===== config.mk =====
export PLATFORM = sky130hd
export DESIGN_NAME = char_lcd_shadow_row_sync_core
export DESIGN_NICKNAME = d
export VERILOG_FILES = /design/src/rtl/core/clsrs_pkg.sv /design/src/rtl/core/clsrs_front.sv /design/src/rtl/core/clsrs_queue.sv /design/src/rtl/core/clsrs_back.sv /design/src/rtl/core/char_lcd_shadow_row_sync_core.sv
export VERILOG_INCLUDE_DIRS = /design/src /design/src/rtl/core
export SDC_FILE = /design/constraint.sdc
export NUM_CORES = 2
export LEC_CHECK = 0
export CORE_ASPECT_RATIO = 1.4
export CORE_MARGIN = 2
export CORE_UTILIZATION = 40
export DETAILED_ROUTE_END_ITERATION = 16
export DONT_BUFFER_PORTS = 1
export PLACE_DENSITY = 0.63
export SYNTH_ARGS = -nofsm -noshare
export SYNTH_HDL_FRONTEND = slang
export SYNTH_HIERARCHICAL = 1
export SYNTH_SLANG_ARGS = --single-unit

===== constraint.sdc =====
create_clock -name clk -period 18.15 [get_ports clk]
set_clock_uncertainty 0.05 [all_clocks]
set_input_delay 0.9075 -clock clk [delete_from_list [all_inputs] [get_ports clk]]
set_output_delay 0.9075 -clock clk [all_outputs]
set_load 0.005 [all_outputs]

===== src/rtl/core/char_lcd_shadow_row_sync_core_defines.svh =====
// Assertion helpers for the display shadow core.
// All checks run on clk and are off while rst is high.
`ifndef CHAR_LCD_SHADOW_ROW_SYNC_CORE_DEFINES_SVH
`define CHAR_LCD_SHADOW_ROW_SYNC_CORE_DEFINES_SVH

// Same-cycle implication.
`define CLSRS_CHECK_NOW(label, cond, conseq, msg) \
  label: assert property (@(posedge clk) disable iff (rst) (cond) |-> (conseq)) \
    else $error(msg);

// Next-cycle implication.
`define CLSRS_CHECK_NEXT(label, cond, conseq, msg) \
  label: assert property (@(posedge clk) disable iff (rst) (cond) |=> (conseq)) \
    else $error(msg);

`endif


===== src/rtl/core/clsrs_pkg.sv =====
package clsrs_pkg;

  localparam int LINE_COLS = 20;
  localparam int LINE_BITS = LINE_COLS * 8;
  localparam int CUR_ROW_W = 2;
  localparam int CUR_COL_W = 5;
  localparam int ROWS_W    = 3;

  localparam int DEF_MAX_ROWS    = 4;
  localparam int DEF_MAX_COLS    = 20;
  localparam int DEF_QUEUE_DEPTH = 4;

  localparam int SMALL_ROWS = 2;
  localparam int SMALL_COLS = 16;
  localparam int BIG_ROWS   = 4;
  localparam int BIG_COLS   = 20;

  localparam logic [7:0] SPACE = 8'h20;
  localparam logic [7:0] TILDE = 8'h7E;

  // input function codes
  localparam logic [1:0] FN_STREAM = 2'd0;
  localparam logic [1:0] FN_BATCH  = 2'd1;
  localparam logic [1:0] FN_PUSH   = 2'd2;

  // display RAM address map (bit 7 stripped)
  localparam logic [6:0] ADDR_ROW1       = 7'h40;
  localparam logic [6:0] ADDR_S_ROW0_END = 7'h0F;
  localparam logic [6:0] ADDR_S_ROW1_END = 7'h4F;
  localparam logic [6:0] ADDR_L_ROW0_END = 7'h13;
  localparam logic [6:0] ADDR_L_ROW1_END = 7'h53;
  localparam logic [6:0] ADDR_L_ROW2     = 7'h14;
  localparam logic [6:0] ADDR_L_ROW2_END = 7'h27;
  localparam logic [6:0] ADDR_L_ROW3     = 7'h54;
  localparam logic [6:0] ADDR_L_ROW3_END = 7'h67;

  typedef enum logic [1:0] {
    CMD_CHAR,
    CMD_BATCH,
    CMD_PUSH
  } cmd_kind_t;

  typedef struct packed {
    logic                  compact;
    logic [ROWS_W-1:0]     rows;
    logic [CUR_COL_W-1:0]  cols;
  } lay_t;

  typedef struct packed {
    cmd_kind_t             kind;
    logic [CUR_ROW_W-1:0]  row;
    logic [CUR_COL_W-1:0]  col;
    logic [7:0]            chr;
    logic [LINE_BITS-1:0]  text;
    logic                  forced;
  } cmd_t;

  typedef struct packed {
    logic [CUR_ROW_W-1:0]  row;
    logic [LINE_BITS-1:0]  text;
    logic                  stream;
    logic                  last;
  } line_t;

endpackage


===== src/rtl/core/clsrs_front.sv =====
// Front end: takes input transfers, tracks the cursor, turns items into
// queue commands. Address bytes and ignored items never reach the queue.
module clsrs_front (
  input  logic                    clk,
  input  logic                    rst,
  input  clsrs_pkg::lay_t         lay,
  input  logic                    s_tvalid,
  output logic                    s_tready,
  input  logic [175:0]            s_tdata,
  input  logic [1:0]              s_tuser,
  input  logic                    q_full,
  output logic                    q_push,
  output clsrs_pkg::cmd_t         q_cmd
);

  logic                              accept;
  logic [7:0]                        data_byte;
  logic [6:0]                        addr;
  logic [clsrs_pkg::CUR_ROW_W-1:0]   cursor_row;
  logic [clsrs_pkg::CUR_COL_W-1:0]   cursor_col;
  logic [clsrs_pkg::CUR_ROW_W-1:0]   dec_row;
  logic [clsrs_pkg::CUR_COL_W-1:0]   dec_col;
  logic [clsrs_pkg::CUR_COL_W-1:0]   col_inc;
  logic [clsrs_pkg::ROWS_W-1:0]      row_inc;
  logic                              char_ok;
  logic                              row_ok;
  logic [clsrs_pkg::LINE_BITS-1:0]   raw_text;
  logic [clsrs_pkg::LINE_BITS-1:0]   clean_text;
  logic [4:0]                        text_len;

  assign s_tready  = !q_full;
  assign accept    = s_tvalid && s_tready;
  assign data_byte = s_tdata[7:0];
  assign addr      = s_tdata[6:0];
  assign raw_text  = s_tdata[169:10];
  assign text_len  = s_tdata[174:170];

  assign char_ok = ({1'b0, cursor_row} < lay.rows) && (cursor_col < lay.cols);
  assign row_ok  = ({1'b0, s_tdata[9:8]} < lay.rows);
  assign col_inc = cursor_col + 5'd1;
  assign row_inc = {1'b0, cursor_row} + 3'd1;

  // address decode; anything off the map lands at home
  always_comb begin
    dec_row = '0;
    dec_col = '0;
    if (lay.compact) begin
      if (addr <= clsrs_pkg::ADDR_S_ROW0_END) begin
        dec_col = addr[4:0];
      end else if (addr >= clsrs_pkg::ADDR_ROW1 && addr <= clsrs_pkg::ADDR_S_ROW1_END) begin
        dec_row = 2'd1;
        dec_col = 5'(addr - clsrs_pkg::ADDR_ROW1);
      end
    end else begin
      if (addr <= clsrs_pkg::ADDR_L_ROW0_END) begin
        dec_col = addr[4:0];
      end else if (addr >= clsrs_pkg::ADDR_ROW1 && addr <= clsrs_pkg::ADDR_L_ROW1_END) begin
        dec_row = 2'd1;
        dec_col = 5'(addr - clsrs_pkg::ADDR_ROW1);
      end else if (addr >= clsrs_pkg::ADDR_L_ROW2 && addr <= clsrs_pkg::ADDR_L_ROW2_END) begin
        dec_row = 2'd2;
        dec_col = 5'(addr - clsrs_pkg::ADDR_L_ROW2);
      end else if (addr >= clsrs_pkg::ADDR_L_ROW3 && addr <= clsrs_pkg::ADDR_L_ROW3_END) begin
        dec_row = 2'd3;
        dec_col = 5'(addr - clsrs_pkg::ADDR_L_ROW3);
      end
    end
  end

  // push text: non-printables and columns past length or width become spaces
  always_comb begin
    logic [7:0] ch;
    for (int i = 0; i < clsrs_pkg::LINE_COLS; i++) begin
      ch = raw_text[8*i +: 8];
      if ((5'(i) < text_len) && (5'(i) < lay.cols) &&
          (ch >= clsrs_pkg::SPACE) && (ch <= clsrs_pkg::TILDE)) begin
        clean_text[8*i +: 8] = ch;
      end else begin
        clean_text[8*i +: 8] = clsrs_pkg::SPACE;
      end
    end
  end

  always_comb begin
    q_cmd        = '0;
    q_cmd.kind   = clsrs_pkg::CMD_CHAR;
    q_cmd.row    = cursor_row;
    q_cmd.col    = cursor_col;
    q_cmd.chr    = data_byte;
    q_cmd.text   = clean_text;
    q_cmd.forced = s_tdata[175];
    q_push       = 1'b0;
    unique case (s_tuser)
      clsrs_pkg::FN_STREAM: begin
        q_push = accept && !data_byte[7] && char_ok;
      end
      clsrs_pkg::FN_BATCH: begin
        q_cmd.kind = clsrs_pkg::CMD_BATCH;
        q_push     = accept;
      end
      clsrs_pkg::FN_PUSH: begin
        q_cmd.kind = clsrs_pkg::CMD_PUSH;
        q_cmd.row  = s_tdata[9:8];
        q_push     = accept && row_ok;
      end
      default: begin
        q_push = 1'b0;
      end
    endcase
  end

  always_ff @(posedge clk) begin
    if (rst) begin
      cursor_row <= '0;
      cursor_col <= '0;
    end else if (accept && s_tuser == clsrs_pkg::FN_STREAM) begin
      if (data_byte[7]) begin
        cursor_row <= dec_row;
        cursor_col <= dec_col;
      end else if (char_ok) begin
        if (col_inc >= lay.cols) begin
          cursor_col <= '0;
          cursor_row <= (row_inc == lay.rows) ? '0 : row_inc[clsrs_pkg::CUR_ROW_W-1:0];
        end else begin
          cursor_col <= col_inc;
        end
      end
    end
  end

endmodule


===== src/rtl/core/clsrs_queue.sv =====
// Command queue between front and back end.
module clsrs_queue #(
  parameter int DEPTH = clsrs_pkg::DEF_QUEUE_DEPTH
) (
  input  logic              clk,
  input  logic              rst,
  input  logic              push,
  input  clsrs_pkg::cmd_t   wr_cmd,
  input  logic              pop,
  output clsrs_pkg::cmd_t   head,
  output logic              full,
  output logic              empty
);

  localparam int PTR_W = (DEPTH > 1) ? $clog2(DEPTH) : 1;
  localparam int CNT_W = $clog2(DEPTH + 1);

  clsrs_pkg::cmd_t   slots [DEPTH];
  logic [PTR_W-1:0]  wr_ptr;
  logic [PTR_W-1:0]  rd_ptr;
  logic [CNT_W-1:0]  count;

  assign full  = (count == CNT_W'(DEPTH));
  assign empty = (count == '0);
  assign head  = slots[rd_ptr];

  always_ff @(posedge clk) begin
    if (push && !full) begin
      slots[wr_ptr] <= wr_cmd;
    end
  end

  always_ff @(posedge clk) begin
    if (rst) begin
      wr_ptr <= '0;
      rd_ptr <= '0;
      count  <= '0;
    end else begin
      if (push && !full) begin
        wr_ptr <= (wr_ptr == PTR_W'(DEPTH - 1)) ? '0 : wr_ptr + 1'b1;
      end
      if (pop && !empty) begin
        rd_ptr <= (rd_ptr == PTR_W'(DEPTH - 1)) ? '0 : rd_ptr + 1'b1;
      end
      if ((push && !full) && !(pop && !empty)) begin
        count <= count + 1'b1;
      end else if (!(push && !full) && (pop && !empty)) begin
        count <= count - 1'b1;
      end
    end
  end

endmodule


===== src/rtl/core/clsrs_back.sv =====
// Back end: owns screen and sent copies, dirty flags and the output register.
module clsrs_back #(
  parameter int MAX_ROWS = clsrs_pkg::DEF_MAX_ROWS,
  parameter int MAX_COLS = clsrs_pkg::DEF_MAX_COLS
) (
  input  logic              clk,
  input  logic              rst,
  input  clsrs_pkg::lay_t   lay,
  input  clsrs_pkg::cmd_t   head,
  input  logic              q_empty,
  output logic              q_pop,
  output clsrs_pkg::line_t  res,
  output logic              out_valid,
  input  logic              out_ready
);

  localparam int ROW_W    = $clog2(MAX_ROWS);
  localparam int ROW_BITS = MAX_COLS * 8;

  typedef enum logic [1:0] {
    S_IDLE,
    S_SCAN,
    S_EMIT
  } state_t;

  state_t                          state;
  logic [ROW_BITS-1:0]             screen [MAX_ROWS];
  logic [ROW_BITS-1:0]             sent   [MAX_ROWS];
  logic [MAX_ROWS-1:0]             dirty;
  logic [MAX_ROWS-1:0]             emit_mask;
  logic [ROW_W-1:0]                scan_row;
  logic [ROW_W-1:0]                emit_row;
  logic [ROW_W-1:0]                rd_row;
  logic [ROW_W-1:0]                sent_row;
  logic [ROW_W-1:0]                cmd_row;
  logic [ROW_BITS-1:0]             screen_rd;
  logic [ROW_BITS-1:0]             sent_rd;
  logic [ROW_BITS-1:0]             cmp_a;
  logic [ROW_BITS-1:0]             merged;
  logic [MAX_COLS-1:0]             keep;
  logic                            diff;
  logic                            push_send;
  logic                            out_free;
  logic                            out_load;
  logic                            emit_last;
  logic [clsrs_pkg::LINE_BITS-1:0] emit_line;

  assign cmd_row   = head.row[ROW_W-1:0];
  assign rd_row    = (state == S_EMIT) ? emit_row : scan_row;
  assign sent_row  = (state == S_IDLE) ? cmd_row : scan_row;
  assign screen_rd = screen[rd_row];
  assign sent_rd   = sent[sent_row];
  assign cmp_a     = (state == S_IDLE) ? head.text[ROW_BITS-1:0] : screen_rd;
  assign out_free  = !out_valid || out_ready;
  assign push_send = head.forced || diff;
  assign emit_last = ((emit_mask & (emit_mask - 1'b1)) == '0);

  // output register gets a new row this cycle
  assign out_load  = (state == S_IDLE && q_pop && head.kind == clsrs_pkg::CMD_PUSH &&
                      push_send) ||
                     (state == S_EMIT && emit_mask != '0 && out_free);

  // one row comparator shared by push and batch scan
  always_comb begin
    diff = 1'b0;
    for (int i = 0; i < MAX_COLS; i++) begin
      keep[i] = (5'(i) < lay.cols);
      merged[8*i +: 8] = keep[i] ? cmp_a[8*i +: 8] : sent_rd[8*i +: 8];
      if (keep[i] && (cmp_a[8*i +: 8] != sent_rd[8*i +: 8])) begin
        diff = 1'b1;
      end
    end
  end

  always_comb begin
    emit_row = '0;
    for (int r = MAX_ROWS - 1; r >= 0; r--) begin
      if (emit_mask[r]) begin
        emit_row = ROW_W'(r);
      end
    end
  end

  for (genvar i = 0; i < clsrs_pkg::LINE_COLS; i++) begin : g_line
    if (i < MAX_COLS) begin : g_col
      assign emit_line[8*i +: 8] = keep[i] ? screen_rd[8*i +: 8] : clsrs_pkg::SPACE;
    end else begin : g_pad
      assign emit_line[8*i +: 8] = clsrs_pkg::SPACE;
    end
  end

  always_comb begin
    q_pop = 1'b0;
    if (state == S_IDLE && !q_empty) begin
      q_pop = (head.kind != clsrs_pkg::CMD_PUSH) || !push_send || out_free;
    end
  end

  always_ff @(posedge clk) begin
    if (rst) begin
      state     <= S_IDLE;
      dirty     <= '0;
      emit_mask <= '0;
      scan_row  <= '0;
      out_valid <= 1'b0;
      for (int r = 0; r < MAX_ROWS; r++) begin
        screen[r] <= {MAX_COLS{clsrs_pkg::SPACE}};
        sent[r]   <= '0;
      end
    end else begin
      if (out_valid && out_ready && !out_load) begin
        out_valid <= 1'b0;
      end
      unique case (state)
        S_IDLE: begin
          if (q_pop) begin
            unique case (head.kind)
              clsrs_pkg::CMD_CHAR: begin
                for (int r = 0; r < MAX_ROWS; r++) begin
                  for (int i = 0; i < MAX_COLS; i++) begin
                    if (ROW_W'(r) == cmd_row && 5'(i) == head.col) begin
                      screen[r][8*i +: 8] <= head.chr;
                    end
                  end
                end
                dirty[cmd_row] <= 1'b1;
              end
              clsrs_pkg::CMD_PUSH: begin
                for (int i = 0; i < MAX_COLS; i++) begin
                  if (keep[i]) begin
                    screen[cmd_row][8*i +: 8] <= head.text[8*i +: 8];
                  end
                end
                if (push_send) begin
                  sent[cmd_row] <= merged;
                  res.row       <= head.row;
                  res.text      <= head.text;
                  res.stream    <= 1'b0;
                  res.last      <= 1'b1;
                  out_valid     <= 1'b1;
                end
              end
              clsrs_pkg::CMD_BATCH: begin
                scan_row  <= '0;
                emit_mask <= '0;
                state     <= S_SCAN;
              end
              default: begin
                state <= S_IDLE;
              end
            endcase
          end
        end
        S_SCAN: begin
          if (dirty[scan_row]) begin
            dirty[scan_row] <= 1'b0;
            if (diff) begin
              sent[scan_row]      <= merged;
              emit_mask[scan_row] <= 1'b1;
            end
          end
          if (3'(scan_row) == lay.rows - 3'd1) begin
            state <= S_EMIT;
          end else begin
            scan_row <= scan_row + 1'b1;
          end
        end
        S_EMIT: begin
          if (emit_mask == '0) begin
            state <= S_IDLE;
          end else if (out_free) begin
            res.row             <= 2'(emit_row);
            res.text            <= emit_line;
            res.stream          <= 1'b1;
            res.last            <= emit_last;
            out_valid           <= 1'b1;
            emit_mask[emit_row] <= 1'b0;
          end
        end
        default: begin
          state <= S_IDLE;
        end
      endcase
    end
  end

endmodule


===== src/rtl/core/char_lcd_shadow_row_sync_core.sv =====
// Character display shadow with row sync. Stream bytes (tuser function 0)
// either set the cursor (bit 7 set: a display RAM address, mapped for a
// 2x16 or 4x20 layout, off-map addresses go home) or are stored raw at the
// cursor, which then advances and wraps. A batch end (function 1) sends every
// dirty row that differs from the copy last sent; a software push
// (function 2) replaces one row with sanitized text and sends it if it
// changed or if forced. Function 3 is dropped. Each sent row is one output
// transfer of 20 columns, spaces past the row width; tuser is 1 for rows sent
// at a batch end and tlast marks the last row caused by one input.
// Timing: a front end decodes items at one per cycle, while the command
// queue of QUEUE_DEPTH entries has room; a back end executes them. It
// executes a stream byte or a push in its idle state, so bytes sustain one
// per clock while it is idle. A batch end runs a scan state, comparing one
// row per cycle against the sent copy, then an emit state, sending one row
// per cycle, then returns to idle. A full output register that is not taken
// stalls the back end; the queue keeps the input side going.
// Row storage is reset in flip-flops directly: no clearing pass after reset.
// small_layout (cfg_we/cfg_wdata) may only change while the block is idle.
`include "char_lcd_shadow_row_sync_core_defines.svh"

module char_lcd_shadow_row_sync_core #(
  parameter int MAX_ROWS    = clsrs_pkg::DEF_MAX_ROWS,
  parameter int MAX_COLS    = clsrs_pkg::DEF_MAX_COLS,
  parameter int QUEUE_DEPTH = clsrs_pkg::DEF_QUEUE_DEPTH
) (
  input  logic          clk,
  input  logic          rst,
  input  logic          cfg_we,
  input  logic          cfg_wdata,    // small_layout
  input  logic          s_tvalid,
  output logic          s_tready,
  // data_byte[7:0], target_row[9:8], text_lo[73:10], text_mid[137:74],
  // text_hi[169:138], text_len[174:170], force_send[175]
  input  logic [175:0]  s_tdata,
  input  logic [1:0]    s_tuser,      // func
  output logic          m_tvalid,
  input  logic          m_tready,
  // line_row[1:0], line_lo[65:2], line_mid[129:66], line_hi[161:130],
  // zero fill [167:162]
  output logic [167:0]  m_tdata,
  output logic          m_tuser,      // from_stream
  output logic          m_tlast       // last_of_run
);

  // layout limits clipped to the built size
  localparam int LAY_SMALL_ROWS = (clsrs_pkg::SMALL_ROWS > MAX_ROWS) ? MAX_ROWS
                                                                     : clsrs_pkg::SMALL_ROWS;
  localparam int LAY_BIG_ROWS   = (clsrs_pkg::BIG_ROWS > MAX_ROWS) ? MAX_ROWS
                                                                   : clsrs_pkg::BIG_ROWS;
  localparam int LAY_SMALL_COLS = (clsrs_pkg::SMALL_COLS > MAX_COLS) ? MAX_COLS
                                                                     : clsrs_pkg::SMALL_COLS;
  localparam int LAY_BIG_COLS   = (clsrs_pkg::BIG_COLS > MAX_COLS) ? MAX_COLS
                                                                   : clsrs_pkg::BIG_COLS;

  logic               small_layout;
  clsrs_pkg::lay_t    lay;
  clsrs_pkg::cmd_t    q_in;
  clsrs_pkg::cmd_t    q_head;
  clsrs_pkg::line_t   res;
  logic               q_push;
  logic               q_pop;
  logic               q_full;
  logic               q_empty;

  always_ff @(posedge clk) begin
    if (rst) begin
      small_layout <= 1'b0;
    end else if (cfg_we) begin
      small_layout <= cfg_wdata;
    end
  end

  assign lay.compact = small_layout;
  assign lay.rows    = small_layout ? clsrs_pkg::ROWS_W'(LAY_SMALL_ROWS)
                                    : clsrs_pkg::ROWS_W'(LAY_BIG_ROWS);
  assign lay.cols    = small_layout ? clsrs_pkg::CUR_COL_W'(LAY_SMALL_COLS)
                                    : clsrs_pkg::CUR_COL_W'(LAY_BIG_COLS);

  clsrs_front u_front (
    .clk      (clk),
    .rst      (rst),
    .lay      (lay),
    .s_tvalid (s_tvalid),
    .s_tready (s_tready),
    .s_tdata  (s_tdata),
    .s_tuser  (s_tuser),
    .q_full   (q_full),
    .q_push   (q_push),
    .q_cmd    (q_in)
  );

  clsrs_queue #(
    .DEPTH (QUEUE_DEPTH)
  ) u_queue (
    .clk    (clk),
    .rst    (rst),
    .push   (q_push),
    .wr_cmd (q_in),
    .pop    (q_pop),
    .head   (q_head),
    .full   (q_full),
    .empty  (q_empty)
  );

  clsrs_back #(
    .MAX_ROWS (MAX_ROWS),
    .MAX_COLS (MAX_COLS)
  ) u_back (
    .clk       (clk),
    .rst       (rst),
    .lay       (lay),
    .head      (q_head),
    .q_empty   (q_empty),
    .q_pop     (q_pop),
    .res       (res),
    .out_valid (m_tvalid),
    .out_ready (m_tready)
  );

  assign m_tdata = {6'b0, res.text, res.row};
  assign m_tuser = res.stream;
  assign m_tlast = res.last;

  // a push sends at most one row, so it always closes its run
  `CLSRS_CHECK_NOW(a_push_single, m_tvalid && !m_tuser, m_tlast, "push result not last")
  // only rows inside the current layout are ever sent
  `CLSRS_CHECK_NOW(a_row_in_layout, m_tvalid, 3'(m_tdata[1:0]) < lay.rows, "row outside layout")
  // the front end never writes a full queue
  `CLSRS_CHECK_NOW(a_no_overflow, q_push, !q_full, "command queue overflow")
  // a queued command is visible to the back end the next cycle
  `CLSRS_CHECK_NEXT(a_push_lands, q_push, !q_empty, "queued command lost")

endmodule

==> results.rst <==
.. list-table::
   :header-rows: 1

   * - Metric
     - Value
   * - Post-synthesis register bit count
     - 2186
   * - Synth top area share
     - 57.90%
   * - Horizontal die dimension
     - 450.9 um
   * - Setup TNS Final
     - 0 ns
   * - Top cell type by total area after synthesis
     - edfxtp_1
   * - Clk root buf
     - clkbuf_16
   * - Ratio of total power to cell area
     - 137.6 nW/um^2
   * - GRT Overall Usage
     - 28.30%
   * - DRT iter0 DRCs
     - 11.26k
   * - Distinct cells, synth
     - 103
   * - Net switching fraction of the power
     - 37.68%
   * - Data required time at the worst endpoint
     - 18.65 ns
   * - Total overflow reported by the global router
     - 0
   * - Netlist area before placement
     - 111800 sq um
   * - Max Buffers Root-to-Sink
     - 4
   * - Largest stage delay on the critical path
     - 0.91 ns
   * - Via count
     - 82.23k
   * - Number of placed cells counting well taps
     - 11.76k
   * - Max-slew violation count
     - 223
   * - Final WL
     - 417.1 mm
   * - Fin crit share
     - 62.22%
   * - Number of nets still failing antenna checks after routing
     - 0
   * - DRC Markers
     - 0
   * - Initial antenna violation count
     - 24
   * - Worst vdd ir
     - 191.3 uV
   * - Largest net degree at the start of global routing
     - 145
   * - Post-placement cell area
     - 115000 sq um
   * - Worst-Skew Late Latency
     - 0.93 ns
   * - Via density
     - 6.758
   * - Time the worst path needs with I/O delays and setup
     - 11.29 ns
   * - Top-Level Pins
     - 356
   * - Final Non-Filler Cells
     - 12.17k
   * - Count of buffers inserted at the top-level ports
     - 0
   * - P_sw
     - 6.334 mW
   * - # clock sinks
     - 2186
   * - Inserted Clock Buffers
     - 215
   * - Area overhead of the layout relative to synthesis
     - 9.243%
   * - Setup repair after global routing missed its margin
     - no
   * - Synthesized area divided by synthesized cell count
     - 13.03 sq um
   * - Cell count after synthesis
     - 8582
   * - Proportion of synthesized chip area in sequential cells
     - 58.43%
   * - Leakage component of the power
     - 37.33 nW
   * - Count of flip-flops with a built-in enable after synthesis
     - 2156
   * - Most instantiated library cell after synthesis
     - edfxtp_1
   * - Number of optimization iterations in the first detailed-route pass
     - 7
   * - Post-DP HPWL
     - 269.4 mm
   * - Combinational share of power
     - 35.4%
   * - Final standard cell area without fillers
     - 122200 sq um
   * - Failing checks
     - max-capacitance violations, max-slew violations
   * - Fraction of final layout cells sized beyond drive strength 1
     - 15.21%
   * - Endpoint kind of the worst setup timing path
     - flip-flop
   * - Clock transition time at the flip-flop clock pins of the worst setup and hold paths
     - 0.07 ns
   * - Final GP Congestion
     - 0.9516
   * - Gates resized, CTS repair
     - 0
   * - Highest-delay cell along the critical path
     - buf_4
   * - Die Ht
     - 629.6 um
   * - Total internal power
     - 10.47 mW
   * - Number of nets at the end of the flow
     - 8511
   * - Worst hold-check slack
     - 0.1088 ns
   * - Ordered cell list for the critical path
     - inv_1 -> ha_4 -> buf_4 -> nand2b_4 -> o211ai_4 -> buf_12 -> buf_4 -> a2111oi_1 -> o31a_1 -> nor4_1 -> a41oi_1 -> a2111oi_2 -> o2111a_1 -> nand3_1 -> o211ai_4 -> buf_4 -> buf_4 -> buf_4 -> nor3b_1
   * - Relative slew margins
     - -100.5%
   * - Most common library cells after synthesis
     - edfxtp_1 (2156), nand2_1 (681), nor2_1 (647), clkbuf_1 (429), mux4_2 (339)
   * - Setup Viol. Count Final
     - 0
   * - Cell with the most instances on the worst path
     - buf_4
   * - Signal arrival time at the worst endpoint
     - 11.79 ns
   * - Status
     - finished with violations
   * - Bufs and invs on worst path
     - 7
   * - Number of max-capacitance violations reported
     - 1
   * - Core ar.
     - 277900 sq um
   * - Async SR Flop Fraction
     - 0%
   * - Highest achievable clock rate
     - 0.08855 GHz
   * - Worst-path maximum fanout
     - 142
   * - Std-Cell Rows
     - 229
   * - Leading cell types by total area after synthesis
     - edfxtp_1 (58%), mux4_2 (6.8%), nor3b_2 (2.7%)
   * - Routed len/inst
     - 34.28 um
   * - Initial core utilization
     - 40.23%
   * - Count of yosys warnings during synthesis
     - 6
   * - Via count of the first global-routing pass
     - 78.81k
   * - H-tree Lvls
     - 4
   * - Layout filler cell count
     - 25.03k
   * - Worst Tran Pin Value
     - 2.994 ns
   * - Clk pwr share
     - 27.2%
   * - Area enclosed by the die boundary
     - 283900 sq um
   * - Layout Utilization
     - 43.95%
   * - Startpoint type of the worst setup path
     - flip-flop
   * - Count of buffers added by post-CTS timing repair for setup
     - 0
   * - Setup Crit Path Kind
     - flip-flop to flip-flop
   * - Wire length of the first global-routing pass
     - 583.9 mm
   * - Dominant delay contributor by cell family on the critical path
     - buffers and inverters
   * - Final hold violations
     - 0
   * - TritonCTS clock tree
     - yes
   * - Worst Hold Class
     - input pin to flip-flop
   * - Relative contribution of sequential cells to total power
     - 37.4%
   * - Most instantiated flip-flop cell in the synthesis netlist
     - edfxtp_1
==> cell families after synthesis <==
kind of cell	count (synthesis)	synth area share, %
other	3	0.01007
AND/OR/NAND/NOR	2671	13.52
XOR/XNOR	50	0.3916
flip-flops	2186	58.43
buffers and inverters	954	4.012
AO/OA/AOI/OAI	2262	15.61
multiplexers	422	7.629
adder cells (fa/ha/maj)	34	0.3871
==> cell usage in the layout, fill, tap and decap left out, types with 63 or more instances in the layout <==
cell type | netlist | final
a2111oi_0 | 64 | 63
a211oi_1 | 191 | 191
a21oi_1 | 320 | 320
a22oi_1 | 67 | 67
and2_1 | 171 | 170
buf_4 | 57 | 235
clkbuf_16 | 0 | 218
conb_1 | 3 | 69
edfxtp_1 | 2156 | 2156
inv_1 | 122 | 119
mux4_2 | 339 | 337
nand2_1 | 681 | 676
nand3_1 | 69 | 68
nand4_1 | 82 | 82
nor2_1 | 647 | 638
nor2b_1 | 164 | 163
nor3_1 | 75 | 72
nor3b_1 | 220 | 220
nor3b_2 | 243 | 243
nor4_1 | 173 | 172
o2111a_1 | 217 | 217
o21ai_0 | 282 | 269
o22ai_1 | 170 | 170
o31a_1 | 100 | 100
o32ai_1 | 98 | 98
o41ai_1 | 115 | 115
==> path summary, 6_finish.rpt <==
| check | start | end | slack (ns) | depth (start not counted) |
|---|---|---|---|---|
| min reg2reg | u_back/dirty[2]$_SDFFE_PP0P_ | u_back/dirty[2]$_SDFFE_PP0P_ | 0.43 | 2 |
| max | u_back/state[0]$_SDFFE_PP0P_ | u_back/sent[2][59]$_SDFFCE_PN0P_ | 6.86 | 19 |
| max reg2reg | u_back/state[0]$_SDFFE_PP0P_ | u_back/sent[2][59]$_SDFFCE_PN0P_ | 6.86 | 19 |
| min | s_tdata[7] | u_front/cursor_row[0]$_SDFFE_PP0P_ | 0.11 | 2 |
==> state kept, by name (all words and copies together) (netlist names), 2 cells and up, named ones only <==
register / cells
u_queue/slots: 712
u_back/screen: 640
u_back/sent: 640
u_back/res: 164
u_front/cursor_col: 5
u_back/dirty: 4
u_back/emit_mask: 4
u_queue/count: 3
u_back/scan_row: 2
u_back/state: 2
u_front/cursor_row: 2
u_queue/rd_ptr: 2
u_queue/wr_ptr: 2
==> through the flow <==
step	power (mW)	setup WS [ns]
after floorplan	10.08	1.880
after global placement	12.03	7.422
after detailed placement	12.12	7.312
after CTS	16.65	7.251
after global routing	17.25	6.585
final	16.81	6.857
==> layout make-up <==
type	instances	area, sq um	share of cell area [%]
Antenna cell	15	37.54	0.03073
Timing Repair Buffer	259	2107	1.725
Inverter	123	471.7	0.3861
Tap cell	3696	4624	3.786
Clock inverter	134	1400	1.146
Multi-Input combinational cell	5508	42610	34.88
Sequential cell	2186	65350	53.50
Clock buffer	246	5560	4.552
==> what timing repair did <==
action	in CTS	in global routing
hold buffers	11	0
setup endpoints to repair	0	0
endpoints found under the hold margin	52	0
==> power by group through the flow <==
stage	Combinational, mW	Clock (mW)	Sequential [mW]
after floorplan	3.69	0	6.39
after global placement	5.66	0	6.38
after detailed placement	5.72	0	6.40
after CTS	5.74	4.62	6.29
after global routing	6.13	4.80	6.33
final	5.95	4.56	6.29
==> metal layers <==
metal | track usage, % | vias up | share of wire, %
met3 | 7.720 | 1353 | 12
met1 | 36.19 | 41378 | 37
met2 | 42.38 | 5656 | 44
met4 | 18.03 | 12 | 7.6
li1 | - | 33830 | -
met5 | 0 | - | 0.017
(Power assumes the default switching activity.)
